**src/hdl/min_forward_price_drop_macros.svh**
```systemverilog
// Assertion macros for the minimum forward price drop block.
// Used by the top level; needs clk and rst_n in scope.
`ifndef MIN_FORWARD_PRICE_DROP_MACROS_SVH
`define MIN_FORWARD_PRICE_DROP_MACROS_SVH

// Condition that holds at every clock edge out of reset
`define MFPD_ALWAYS(lbl, cond, msg) \
  lbl: assert property (@(posedge clk) disable iff (!rst_n) (cond)) else $error(msg);

// Implication checked at every clock edge out of reset
`define MFPD_IMPLY(lbl, ante, cons, msg) \
  lbl: assert property (@(posedge clk) disable iff (!rst_n) (ante) |-> (cons)) else $error(msg);

`endif

```
**src/hdl/mfpd_pkg.sv**
```systemverilog
// Shared constants and types for the minimum forward price drop block.
// No dependencies.
package mfpd_pkg;

  localparam int MAX_ITEMS  = 1024;
  localparam int PRICE_BITS = 48;
  localparam int IW         = $clog2(MAX_ITEMS);
  localparam int CW         = $clog2(MAX_ITEMS + 1);
  // queue depth, a power of two
  localparam int QDEPTH     = 2;
  localparam int QAW        = $clog2(QDEPTH);
  localparam int QW         = $clog2(QDEPTH + 1);

  typedef logic [PRICE_BITS-1:0] price_t;
  typedef logic [IW-1:0]         idx_t;
  typedef logic [CW-1:0]         cnt_t;
  typedef logic [QW-1:0]         qcnt_t;

  // one queued word: price, end of set, dropped for lack of room
  typedef struct packed {
    price_t price;
    logic   last;
    logic   drop;
  } item_t;

  // one sorted store entry
  typedef struct packed {
    price_t price;
    idx_t   pos;
  } ent_t;

  // queue status seen by front and back
  typedef struct packed {
    logic  empty;
    logic  full;
    qcnt_t cnt;
  } qstat_t;

endpackage

```
**src/hdl/mfpd_queue.sv**
```systemverilog
// Short queue between front and back parts.
// Depends on mfpd_pkg.
module mfpd_queue (
  input  logic             clk,
  input  logic             rst_n,
  input  logic             push,
  input  mfpd_pkg::item_t  push_item,
  input  logic             pop,
  output mfpd_pkg::item_t  head,
  output mfpd_pkg::qstat_t stat
);
  import mfpd_pkg::*;

  item_t           store_r [QDEPTH];
  logic [QAW-1:0]  wp_r, rp_r;
  qcnt_t           cnt_r;

  assign head       = store_r[rp_r];
  assign stat.empty = (cnt_r == '0);
  assign stat.full  = (cnt_r == qcnt_t'(QDEPTH));
  assign stat.cnt   = cnt_r;

  // payload slots
  always_ff @(posedge clk) begin
    if (push) begin
      store_r[wp_r] <= push_item;
    end
  end

  // pointers and fill count
  always_ff @(posedge clk) begin
    if (!rst_n) begin
      wp_r  <= '0;
      rp_r  <= '0;
      cnt_r <= '0;
    end else begin
      if (push) wp_r <= wp_r + 1'b1;
      if (pop)  rp_r <= rp_r + 1'b1;
      cnt_r <= cnt_r + qcnt_t'(push) - qcnt_t'(pop);
    end
  end

endmodule

```
**config.mk**
```make
export PLATFORM = sky130hd
export DESIGN_NAME = mfpd_queue
export DESIGN_NICKNAME = d
export VERILOG_FILES = /design/src/hdl/min_forward_price_drop_macros.svh /design/src/hdl/mfpd_pkg.sv /design/src/hdl/mfpd_queue.sv
export SDC_FILE = /design/constraint.sdc
export NUM_CORES = 1
export LEC_CHECK = 0
export ABC_AREA = 0
export BUFFER_PORTS_ARGS = -buffer_cell sky130_fd_sc_hd__buf_2
export CORE_MARGIN = 1.5
export CORE_UTILIZATION = 45
export DETAILED_ROUTE_END_ITERATION = 6
export PLACE_DENSITY = 0.68
export SLEW_MARGIN = 20
export SYNTH_ARGS = -nofsm -noshare
export SYNTH_HDL_FRONTEND = slang
export SYNTH_SLANG_ARGS = --single-unit
```
**constraint.sdc**
```tcl
create_clock -name clk -period 4.1 [get_ports clk]
set_clock_uncertainty 0.1 [all_clocks]
set_input_delay 0 -clock clk [delete_from_list [all_inputs] [get_ports clk]]
set_output_delay 0 -clock clk [all_outputs]
set_load 0.01 [all_outputs]
```
=== Word level (Yosys, flattened, before mapping) ===
Memory sizes are Yosys's and may differ from the RTL's. A register that Yosys moved wholly into a read port is not among the register bits.
Index checks and enable logic that the tools add are counted.

* Eq/ne operators: 1
* Mux-type cells: 4
* Reduce and logical (&&, ||, !) cells: 1
* Add/subtract/negate cells: 4

{| class="wikitable"
|+ Operators by type and width
! operator !! count
|-
| $mux W1 || 4
|-
| $add A1 B1 Y1 const B || 2
|-
| $add A2 B1 Y2 || 1
|-
| $eq A2 B2 Y1 const B || 1
|-
| $logic_not A2 Y1 || 1
|-
| $sub A2 B1 Y2 || 1
|}

* Bits of input ports: 54
* Register bits after elaboration: 4
* RAM bits: 100
* Memories: 1

{| class="wikitable"
|+ Memory list
! memory !! words !! bits a word !! read ports !! clocked after memory_dff !! wr ports !! line !! source
|-
| store_r || 2 || 50 || 1 || 1 || 1 || mfpd_queue.sv:14 || <nowiki>item_t store_r [QDEPTH];</nowiki>
|}

=== Depth between registers and ports, before layout ===
* Depth after elaboration: 3
* Mapped depth: 6
* Gate-level depth less buffers: 6

=== Worst setup path before layout ===
OpenSTA, ideal clock, no wires.

* Path type: reg-to-reg
* From: reg wp_r
* To: mem store_r[0][0] (netlist bit) (enable)
* Clock period less this slack: 3127 ps
* Path buffers: 0
* Stages on the path, launching flop included: 2
* Data arrival time: 2562 ps
* Setup slack: 973 ps
* Cells stage by stage: dfxtp_1 -> nor2b_1

{| class="wikitable"
|+ RTL lines
! element !! line !! source
|-
| from (decl) || mfpd_queue.sv:15 || <nowiki>logic [QAW-1:0] wp_r, rp_r;</nowiki>
|-
| from (signal assigned) || mfpd_queue.sv:37 || <nowiki>if (push) wp_r <= wp_r + 1'b1;</nowiki>
|-
| to (decl) || mfpd_queue.sv:14 ||
|}

Straight into the memory's write port.

==> flow_summary.toml <==
[power_and_ir_drop]
pwr-share-clk = 0.271
power_density_nw_per_um2 = 405
intPower_mw = 1.71
seq_power_share = 0.584
switching_share = 0.221
p_leak_nw = 2.19
peakVddDrop_mv = 0.179
p_switching_mw = 0.484
combPwrFrac = 0.145

[drt]
totalWireLength_mm = 7.01
drcViolationCount = 0
dr.pass1.iters = 4
ant_nets = 0
viasPerCell = 4.63
dr_total_vias = 2121
drt_iter0_markers = 72
wl_per_cell_um = 15.3

[synth]
synth_area_per_cell_um2 = 23.1
synth-seq-cells = 105
ys_types = 13
synth_cells = 177
yosys_warnings = 0
synth_area_um2 = 4090
synth_nets = 233
seq_area_frac_synth = 0.759

[clock_tree]
htreeDepth = 3
post_cts_buffers = 0
cts_buffers = 9
clock-sinks = 105
clk_path_buf_depth = 2
cts-root-buf = "clkbuf_8"
clock_latency_ns = 0.35
clk_pin_slew_ns = 0.09
cts_tree = "yes"

[worst_setup_path]
path_class = "reg2out"
cp_slowest_cell = "dfxtp_4"
crit_required_ns = 4.00
endpoint_kind = "output pin"
cp.arrival_ns = 1.85
start_kind = "register"
cpPeakStageDelay_ns = 0.97
cp_cell_sequence = "mux2_4 > buf_2"
cp_max_fo = 50
reg2reg_depth = 6

[floorplan]
die_area_um2 = 9670
start_util = 0.467
core_area_um2 = 8760
fp-row-count = 34
dieWidth_um = 98.3
fp.dieH_um = 98.3
ioPinCount = 108

[timing]
grt_setup_unrepaired = "no"
fin_crit_ns = 1.95
tightest_slew_ns = 0.934
setup_violations = 0
post-route-period-util = 0.477
fin_setup_tns_ns = 0
fmax_ghz = 0.512
fin_hold_ws_ns = 0.264
slew_headroom = 0.378
drv_slew = 0
finalHoldViolations = 0

[outcome]
outcome = "completed"

[placement]
dpl_cell_area_um2 = 4700
port_buffers = 107
place_inst = 389
gp_congestion = 0.703

[cells_and_area]
final_common_cell = "buf_2"
n_antenna_cell = 0
utilization = 0.619
multi_input_area_um2 = 877
fin_nets = 402
fillers = 659
final_layout_size_suffix_gt1_frac = 0.506
postLayoutCellArea_um2 = 5420
mostFrequentLayoutCells = "buf_2 (107), edfxtp_1 (100), dlygate4sd3_1 (54)"
register_area_um2 = 3110
final_cells = 458
syn2layout_area_growth_pct = 32.5

[global_route]
grt_use_total = 0.149
grt_pass1_vias = 2221
grt_overflow_total = 0
grt_max_degree = 51
grt_pass1_wl_mm = 10.8
antenna_found_initial = 0

[worst_hold_path]
min_path_type = "in2reg"
hold_path_depth = 2

[flow_run]
drv_cap = 0
[synth_stat cells (all sizes together)]
cell type | instances | area, um^2
xnor3 | 1 | 22.5
and2 | 4 | 25.0
xor2 | 1 | 8.76
inv | 2 | 7.51
ha | 2 | 25.0
edfxtp | 100 | 3000
dfxtp | 5 | 100
nor2 | 1 | 3.75
nor2b | 4 | 25.0
buf | 6 | 111
o21a | 1 | 7.51
mux2 | 50 | 751
[power by group through the flow]
stage	sequential (mW)	clock (mW)	combinational, mW
after CTS	1.28	0.613	0.323
final	1.28	0.594	0.318
after floorplan	1.28	0	0.207
after global routing	1.29	0.650	0.342
after global placement	1.30	0	0.272
after detailed placement	1.31	0	0.280
[worst max-delay path, delay by kind of cell, from the launching register on]
kind / cells / cell delay (ns)
multiplexers: 1 / 0.36
flip-flops: 1 / 0.97
buffers and inverters: 1 / 0.14
[cell families (layout without fill, tap and decap cells)]
family          count (synthesis)  count (layout)  synth area share
flops                         105             105             0.759
mux                            50              50             0.184
simple gates                    9               9            0.0132
buf+inv                         8             181            0.0291
fa+ha+maj                       2               2           0.00612
xor+xnor                        2               2           0.00765
compound gates                  1               1           0.00184
[state kept, by name, indices dropped and copies added, names as in the netlist, named ones only]
| signal | flops |
|---|---|
| cnt_r | 2 |
| store_r | 100 |
| rp_r | 1 |
| wp_r | 1 |
[through the flow]
step           setup slack, ns  power [mW]
6_report                  2.15        2.19
3_3_place_gp              2.06        1.58
5_1_grt                   2.05        2.28
3_5_place_dp              2.35        1.59
4_1_cts                   2.10        2.22
2_1_floorplan            0.973        1.49
[routing by layer]
layer / part of all wire / routed length [um] / vias to the layer above / GRT usage
met3: 0.055 / 382 / 9 / 0.0372
met1: 0.44 / 3050 / 1017 / 0.189
met4: 0.013 / 93 / 0 / 0.0683
li1: - / - / 1024 / -
met2: 0.50 / 3480 / 71 / 0.241
met5: 0 / 0 / - / 0
[cell type report]
cell class / count / share of cell area
clock buffers: 9 / 0.0228
multi-input cells: 64 / 0.162
flip-flops and latches: 105 / 0.573
well taps: 108 / 0.0249
inverters: 2 / 0.00138
repair buffers: 164 / 0.205
clock inverters: 6 / 0.0111
[final timing paths]
kind | startpoint | end | slack (ns)
setup / recovery | register | head[0] | 2.15
hold / removal | push_item[26] | store_r[1][26] | 0.26
setup reg to reg | cnt_r[0] | cnt_r[0] | 2.22
hold reg to reg | rp_r | register | 0.48
[what timing repair did]
item	4_1_cts	5_1_grt
hold buffers	54	0
gates resized for setup	0	0
endpoints found under the hold margin	105	0
Note: power is estimated with default switching activity, not from simulation.
