## config.mk

```make
export PLATFORM = sky130hd
export DESIGN_NAME = mfpd_front
export DESIGN_NICKNAME = d
export VERILOG_FILES = /design/src/hdl/min_forward_price_drop_macros.svh /design/src/hdl/mfpd_pkg.sv /design/src/hdl/mfpd_front.sv
export SDC_FILE = /design/constraint.sdc
export NUM_CORES = 1
export LEC_CHECK = 0
export BUFFER_PORTS_ARGS = -buffer_cell sky130_fd_sc_hd__buf_2
export CORE_MARGIN = 5
export CORE_UTILIZATION = 31
export DETAILED_ROUTE_END_ITERATION = 10
export PLACE_DENSITY_LB_ADDON = 0.25
export SLEW_MARGIN = 40
export SYNTH_ARGS = -nofsm -noshare
export SYNTH_HDL_FRONTEND = slang
export SYNTH_SLANG_ARGS = --single-unit
```

## constraint.sdc

```tcl
create_clock -name clk -period 1.8 [get_ports clk]
set_clock_uncertainty 0.15 [all_clocks]
set_input_delay 0 -clock clk [delete_from_list [all_inputs] [get_ports clk]]
set_output_delay 0 -clock clk [all_outputs]
set_load 0.1 [all_outputs]
```

## src/hdl/min_forward_price_drop_macros.svh

```systemverilog
// Assertion macros for the minimum forward price drop block.
// Used by the top level; needs clk and rst_n in scope.
`ifndef MIN_FORWARD_PRICE_DROP_MACROS_SVH
`define MIN_FORWARD_PRICE_DROP_MACROS_SVH

// Condition that holds at every clock edge out of reset
`define MFPD_ALWAYS(lbl, cond, msg) \
  lbl: assert property (@(posedge clk) disable iff (!rst_n) (cond)) else $error(msg);

// Implication checked at every clock edge out of reset
`define MFPD_IMPLY(lbl, ante, cons, msg) \
  lbl: assert property (@(posedge clk) disable iff (!rst_n) (ante) |-> (cons)) else $error(msg);

`endif

```

## src/hdl/mfpd_pkg.sv

```systemverilog
// Shared constants and types for the minimum forward price drop block.
// No dependencies.
package mfpd_pkg;

  localparam int MAX_ITEMS  = 1024;
  localparam int PRICE_BITS = 48;
  localparam int IW         = $clog2(MAX_ITEMS);
  localparam int CW         = $clog2(MAX_ITEMS + 1);
  // queue depth, a power of two
  localparam int QDEPTH     = 2;
  localparam int QAW        = $clog2(QDEPTH);
  localparam int QW         = $clog2(QDEPTH + 1);

  typedef logic [PRICE_BITS-1:0] price_t;
  typedef logic [IW-1:0]         idx_t;
  typedef logic [CW-1:0]         cnt_t;
  typedef logic [QW-1:0]         qcnt_t;

  // one queued word: price, end of set, dropped for lack of room
  typedef struct packed {
    price_t price;
    logic   last;
    logic   drop;
  } item_t;

  // one sorted store entry
  typedef struct packed {
    price_t price;
    idx_t   pos;
  } ent_t;

  // queue status seen by front and back
  typedef struct packed {
    logic  empty;
    logic  full;
    qcnt_t cnt;
  } qstat_t;

endpackage

```

## src/hdl/mfpd_front.sv

```systemverilog
// Front part: accepts input words, marks those beyond capacity as dropped.
// Depends on mfpd_pkg.
module mfpd_front (
  input  logic               clk,
  input  logic               rst_n,
  input  logic               in_valid,
  output logic               in_stall,
  input  mfpd_pkg::price_t   in_price,
  input  logic               in_last,
  input  mfpd_pkg::qstat_t   q_stat,
  output logic               q_push,
  output mfpd_pkg::item_t    q_item
);
  import mfpd_pkg::*;

  cnt_t count_r, count_nxt;
  logic accept;

  assign in_stall = q_stat.full;
  assign accept   = in_valid && !q_stat.full;
  assign q_push   = accept;

  // classify: the store takes at most MAX_ITEMS prices per set
  always_comb begin
    q_item.price = in_price;
    q_item.last  = in_last;
    q_item.drop  = (count_r == cnt_t'(MAX_ITEMS));
  end

  always_comb begin
    count_nxt = count_r;
    if (accept) begin
      if (in_last) begin
        count_nxt = '0;
      end else if (count_r != cnt_t'(MAX_ITEMS)) begin
        count_nxt = count_r + cnt_t'(1);
      end
    end
  end

  always_ff @(posedge clk) begin
    if (!rst_n) begin
      count_r <= '0;
    end else begin
      count_r <= count_nxt;
    end
  end

endmodule

```

Word level (Yosys, flattened, before mapping):

Cells that the tools add are included.

* output and inout port bits: 52
* memory bits (writable): 0
* register bits: 11
* bits in read-only memories: 0
* input bits: 56
* bits in latches: 0
* memories kept: 0

* multiplexer cells: 2
* shift-type cells: 0
* equality and inequality tests: 2
* multipliers: 0
* reduce and logical (&&, ||, !) cells: 4
* bitwise logic cells: 0
* $lt $le $gt $ge: 0
* div/mod/pow operators: 0
* $add $sub $neg: 1

Operators with widths (number)
* two-way mux 11 bit: 2
* adder 11 x 1 -> 11 bit, second input constant: 1
* == test 11 bit, second input constant: 1
* != test 11 bit, second input constant: 1
* AND reduction 2 bit: 1
* nonzero test 2 bit: 1
* logical AND 1 bit: 1
* logical NOT 1 bit: 1

Longest topological paths before layout:

* word-level depth: 3
* depth in mapped cells: 6
* mapped depth without buffers: 6

Worst setup path before layout:

OpenSTA, ideal clock, no wires.

* path kind: reg-to-reg
* start point: register count_r[0]
* end point: register count_r[1]
* arrival time: 3.339 ns
* required time: 1.421 ns
* stages on the path, launching flop included: 6
* slack: -1.918 ns
* buffers on the path: 0
* clock period less this slack: 3.718 ns
* cells stage by stage: dfxtp_1 inv_1 ha_1 or4b_4 nor3_1 o31ai_1

* longest elaborated chain between the ends: 3

RTL lines
* start, declared: RTL line mfpd_front.sv:16 `cnt_t count_r, count_nxt;`
* start signal, assigned: RTL line mfpd_front.sv:45 `count_r <= count_nxt;`
* adder 11 x 1 -> 11 bit / != test 11 bit (equally long branches): RTL line mfpd_front.sv:36, mfpd_front.sv:35
* two-way mux 11 bit / nonzero test 2 bit (equally long branches)
* two-way mux 11 bit / AND reduction 2 bit (equally long branches)

Several ways; a longest one is shown, not always the timed one. The select of a mux whose other input is x is not followed.
A chain may end at the register's enable or synchronous reset.

==> flow_metrics.py <==
metrics = {
    "placed_design": {
        "dp_cells": 133,
        "hpwl_mm": 1.40,
        "place.gp.congestion": 0.773,
        "port-buffer-count": 8,
    },
    "cts": {
        "clock_path_buffers": 2,
        "htree_levels": 1,
        "clock-sinks": 11,
        "root_buffer": "clkbuf_4",
        "numCtsBuffers": 3,
        "clk_pin_slew_worst_paths_ns": 0.07,
        "cts_tree": "yes",
        "clk_latency_ns": 0.28,
    },
    "yosys": {
        "yosysSeqAreaShare": 0.218,
        "netlist_instances": 123,
        "ys_top_cells_by_area": "buf_4, dfxtp_1, o21ai_0, nor2_1, ha_1",
        "yosys.cell_count.top_type": "buf_4",
        "synth_edf_count": 0,
        "ys_warn_count": 0,
        "mappedNetlistNets": 181,
        "synth_common_cells": "buf_4, dfxtp_1, nor2_1, o21ai_0",
        "syn_area_um2": 1010,
        "ys_ff_latch": 11,
        "ys_types": 33,
        "synth.top_cell.area_share": 0.372,
        "avgSynthCellArea_um2": 8.20,
        "synth-main-ff-cell": "dfxtp_1",
        "synth_area_leader_cell": "buf_4",
        "async_flop_share": 0,
    },
    "pwr": {
        "power_leakage_nw": 0.523,
        "ir_drop_v": 0.000409,
        "power_density_nw_per_um2": 864,
        "p_comb_frac": 0.574,
        "sw_frac_of_total": 0.593,
        "power.sequential.fraction": 0.249,
        "switchingPower_uw": 587,
        "power_frac_clock": 0.177,
        "p_int_uw": 402,
    },
    "worst_setup_path": {
        "path_cells": "inv_2 -> ha_4 -> or4b_4 -> buf_6 -> nor3_4 -> buf_12",
        "cp-start-kind": "flip-flop",
        "slowest_delay_ns": 0.47,
        "worstSetupPathType": "flip-flop to output pin",
        "path_max_fanout": 2,
        "critPathRequiredTime_ns": 1.65,
        "arrival_ns": 1.75,
        "endpoint_kind": "output pin",
        "reg2reg_setup_slack_ns": -0.04,
        "cpMaxStageDelayCell": "or4b_4",
    },
    "die": {
        "ios": 108,
        "rows": 20,
        "chipWidth_um": 67.0,
        "fp.dieH_um": 67.0,
        "fp.coreArea_um2": 3080,
        "die-area_um2": 4490,
        "start_util": 0.328,
    },
    "grt": {
        "top_usage_layer": "met2",
        "use_met1": 0.136,
        "grtUsageMet2": 0.213,
        "track_usage": 0.122,
        "antenna_found_initial": 0,
        "grt-ovfl-total": 0,
        "grt_pass1_vias": 923,
        "grt_pass1_wl_mm": 4.14,
        "met3_usage": 0.0304,
        "grt_max_degree": 10,
    },
    "sta": {
        "max_freq_mhz": 526,
        "fin_crit_sh": 1.06,
        "fin_hold_ws_ns": 0.0320,
        "finalSetupTns_ns": -0.175,
        "finalSetupViolCount": 3,
        "rsz0062_at_grt": "true",
        "slew_headroom": 0.665,
        "tightestPinTransition_ns": 0.506,
        "finalHoldViolCount": 0,
        "slew_violations": 0,
        "setup_ws_ns": -0.102,
        "fin_crit_ns": 1.90,
    },
    "run_status": {
        "outcome": "finished with violations",
        "violations": "negative setup slack",
    },
    "cells_and_area": {
        "fin_cells": 189,
        "largest_reg_flops": 11,
        "area_growth_pct": 13.4,
        "num_antenna_cells": 0,
        "reg.largest.list": "count_r x11",
        "fin_nets": 204,
        "drive_gt1_frac": 0.545,
        "largest-register": "count_r",
    },
    "routing": {
        "route.final.wire_length_mm": 2.80,
        "wl_per_cell_um": 14.8,
        "num_vias": 904,
        "drc": 0,
        "antenna_left": 0,
        "routed_via_density": 4.78,
        "drt_iter0_drc": 31,
        "dr.pass1.iters": 4,
    },
    "flow_run": {
        "max_cap_violations": 0,
    },
    "worst_hold_path": {
        "hold_path_class": "primary input to flip-flop",
    },
}
[worst max-delay path: cells and delay by family (launching register included)]
kind	cells	cell delay, ns
buf+inv	3	0.40
flops	1	0.32
simple gates	2	0.63
fa+ha+maj	1	0.12
[metal layers]
layer,up-vias,share of wire,routed length (µm)
li1,422,-,-
met1,413,0.34,945
met2,61,0.53,1490
met3,8,0.11,295
met4,0,0.022,62
met5,-,0,0
[logic make-up after synthesis]
kind of cell / after synthesis / share of synthesized area
fa+ha+maj: 2 / 0.0248
xor+xnor: 3 / 0.0261
buf+inv: 54 / 0.387
compound gates: 21 / 0.135
flops: 11 / 0.218
simple gates: 32 / 0.208
[power groups by stage]
stage          sequential (mW)  clock, mW  combinational [mW]
2_1_floorplan            0.253          0               0.556
3_3_place_gp             0.252          0              0.0799
3_5_place_dp             0.252          0              0.0805
4_1_cts                  0.246      0.185               0.599
5_1_grt                  0.247      0.199               0.579
6_report                 0.246      0.175               0.568
[layout make-up]
cell class                 count  area (µm²)
inverter                       4        15.0
clock buffer                   4        26.3
fill                         329        1930
timing repair buffer          68         399
tap                           44        55.1
sequential                    11         223
multi-input combinational     58         425
[repair_timing]
action | in CTS | in global routing
endpoints found under the hold margin | 56 | 0
setup endpoints to repair | 1 | 5
hold buffers | 51 | 0
resized for setup | 6 | 3
pin swaps | 3 | 2
setup buffers | 1 | 0
[cells in the final DEF, fill, tap and decap left out, types with 3 or more instances in the layout]
master         count
nand2_1            4
o21ai_0            5
dfxtp_1            9
clkbuf_4           4
buf_2             54
nor2_1             7
dlygate4sd3_1      3
a21oi_1            3
nand4_1            4
buf_4              8
[per-stage QoR]
| step | utilization | power, mW | cell area [µm²] | setup WS (ns) |
|---|---|---|---|---|
| finish | 0.372 | 0.989 | 1140 | -0.102 |
| global route | 0.372 | 1.02 | 1140 | -0.182 |
| CTS | 0.449 | 1.03 | 1380 | -0.171 |
| detailed placement | 0.266 | 0.332 | 820 | 0.0112 |
| global placement | 0.266 | 0.332 | 820 | 0.0388 |
| floorplan | - | 0.809 | 1020 | -0.357 |
[worst paths after layout]
path / from / end / depth (start not counted)
worst min register to register: count_r[10]$_SDFFE_PN0P_ / count_r[10]$_SDFFE_PN0P_ / 2
worst max register to register: count_r[0]$_SDFFE_PN0P_ / count_r[0]$_SDFFE_PN0P_ / 7
worst min-delay path: in_valid / count_r[9]$_SDFFE_PN0P_ / 5
worst max-delay path: count_r[0]$_SDFFE_PN0P_ / q_item[0] / 6
Note: power is estimated with default switching activity, not from simulation.
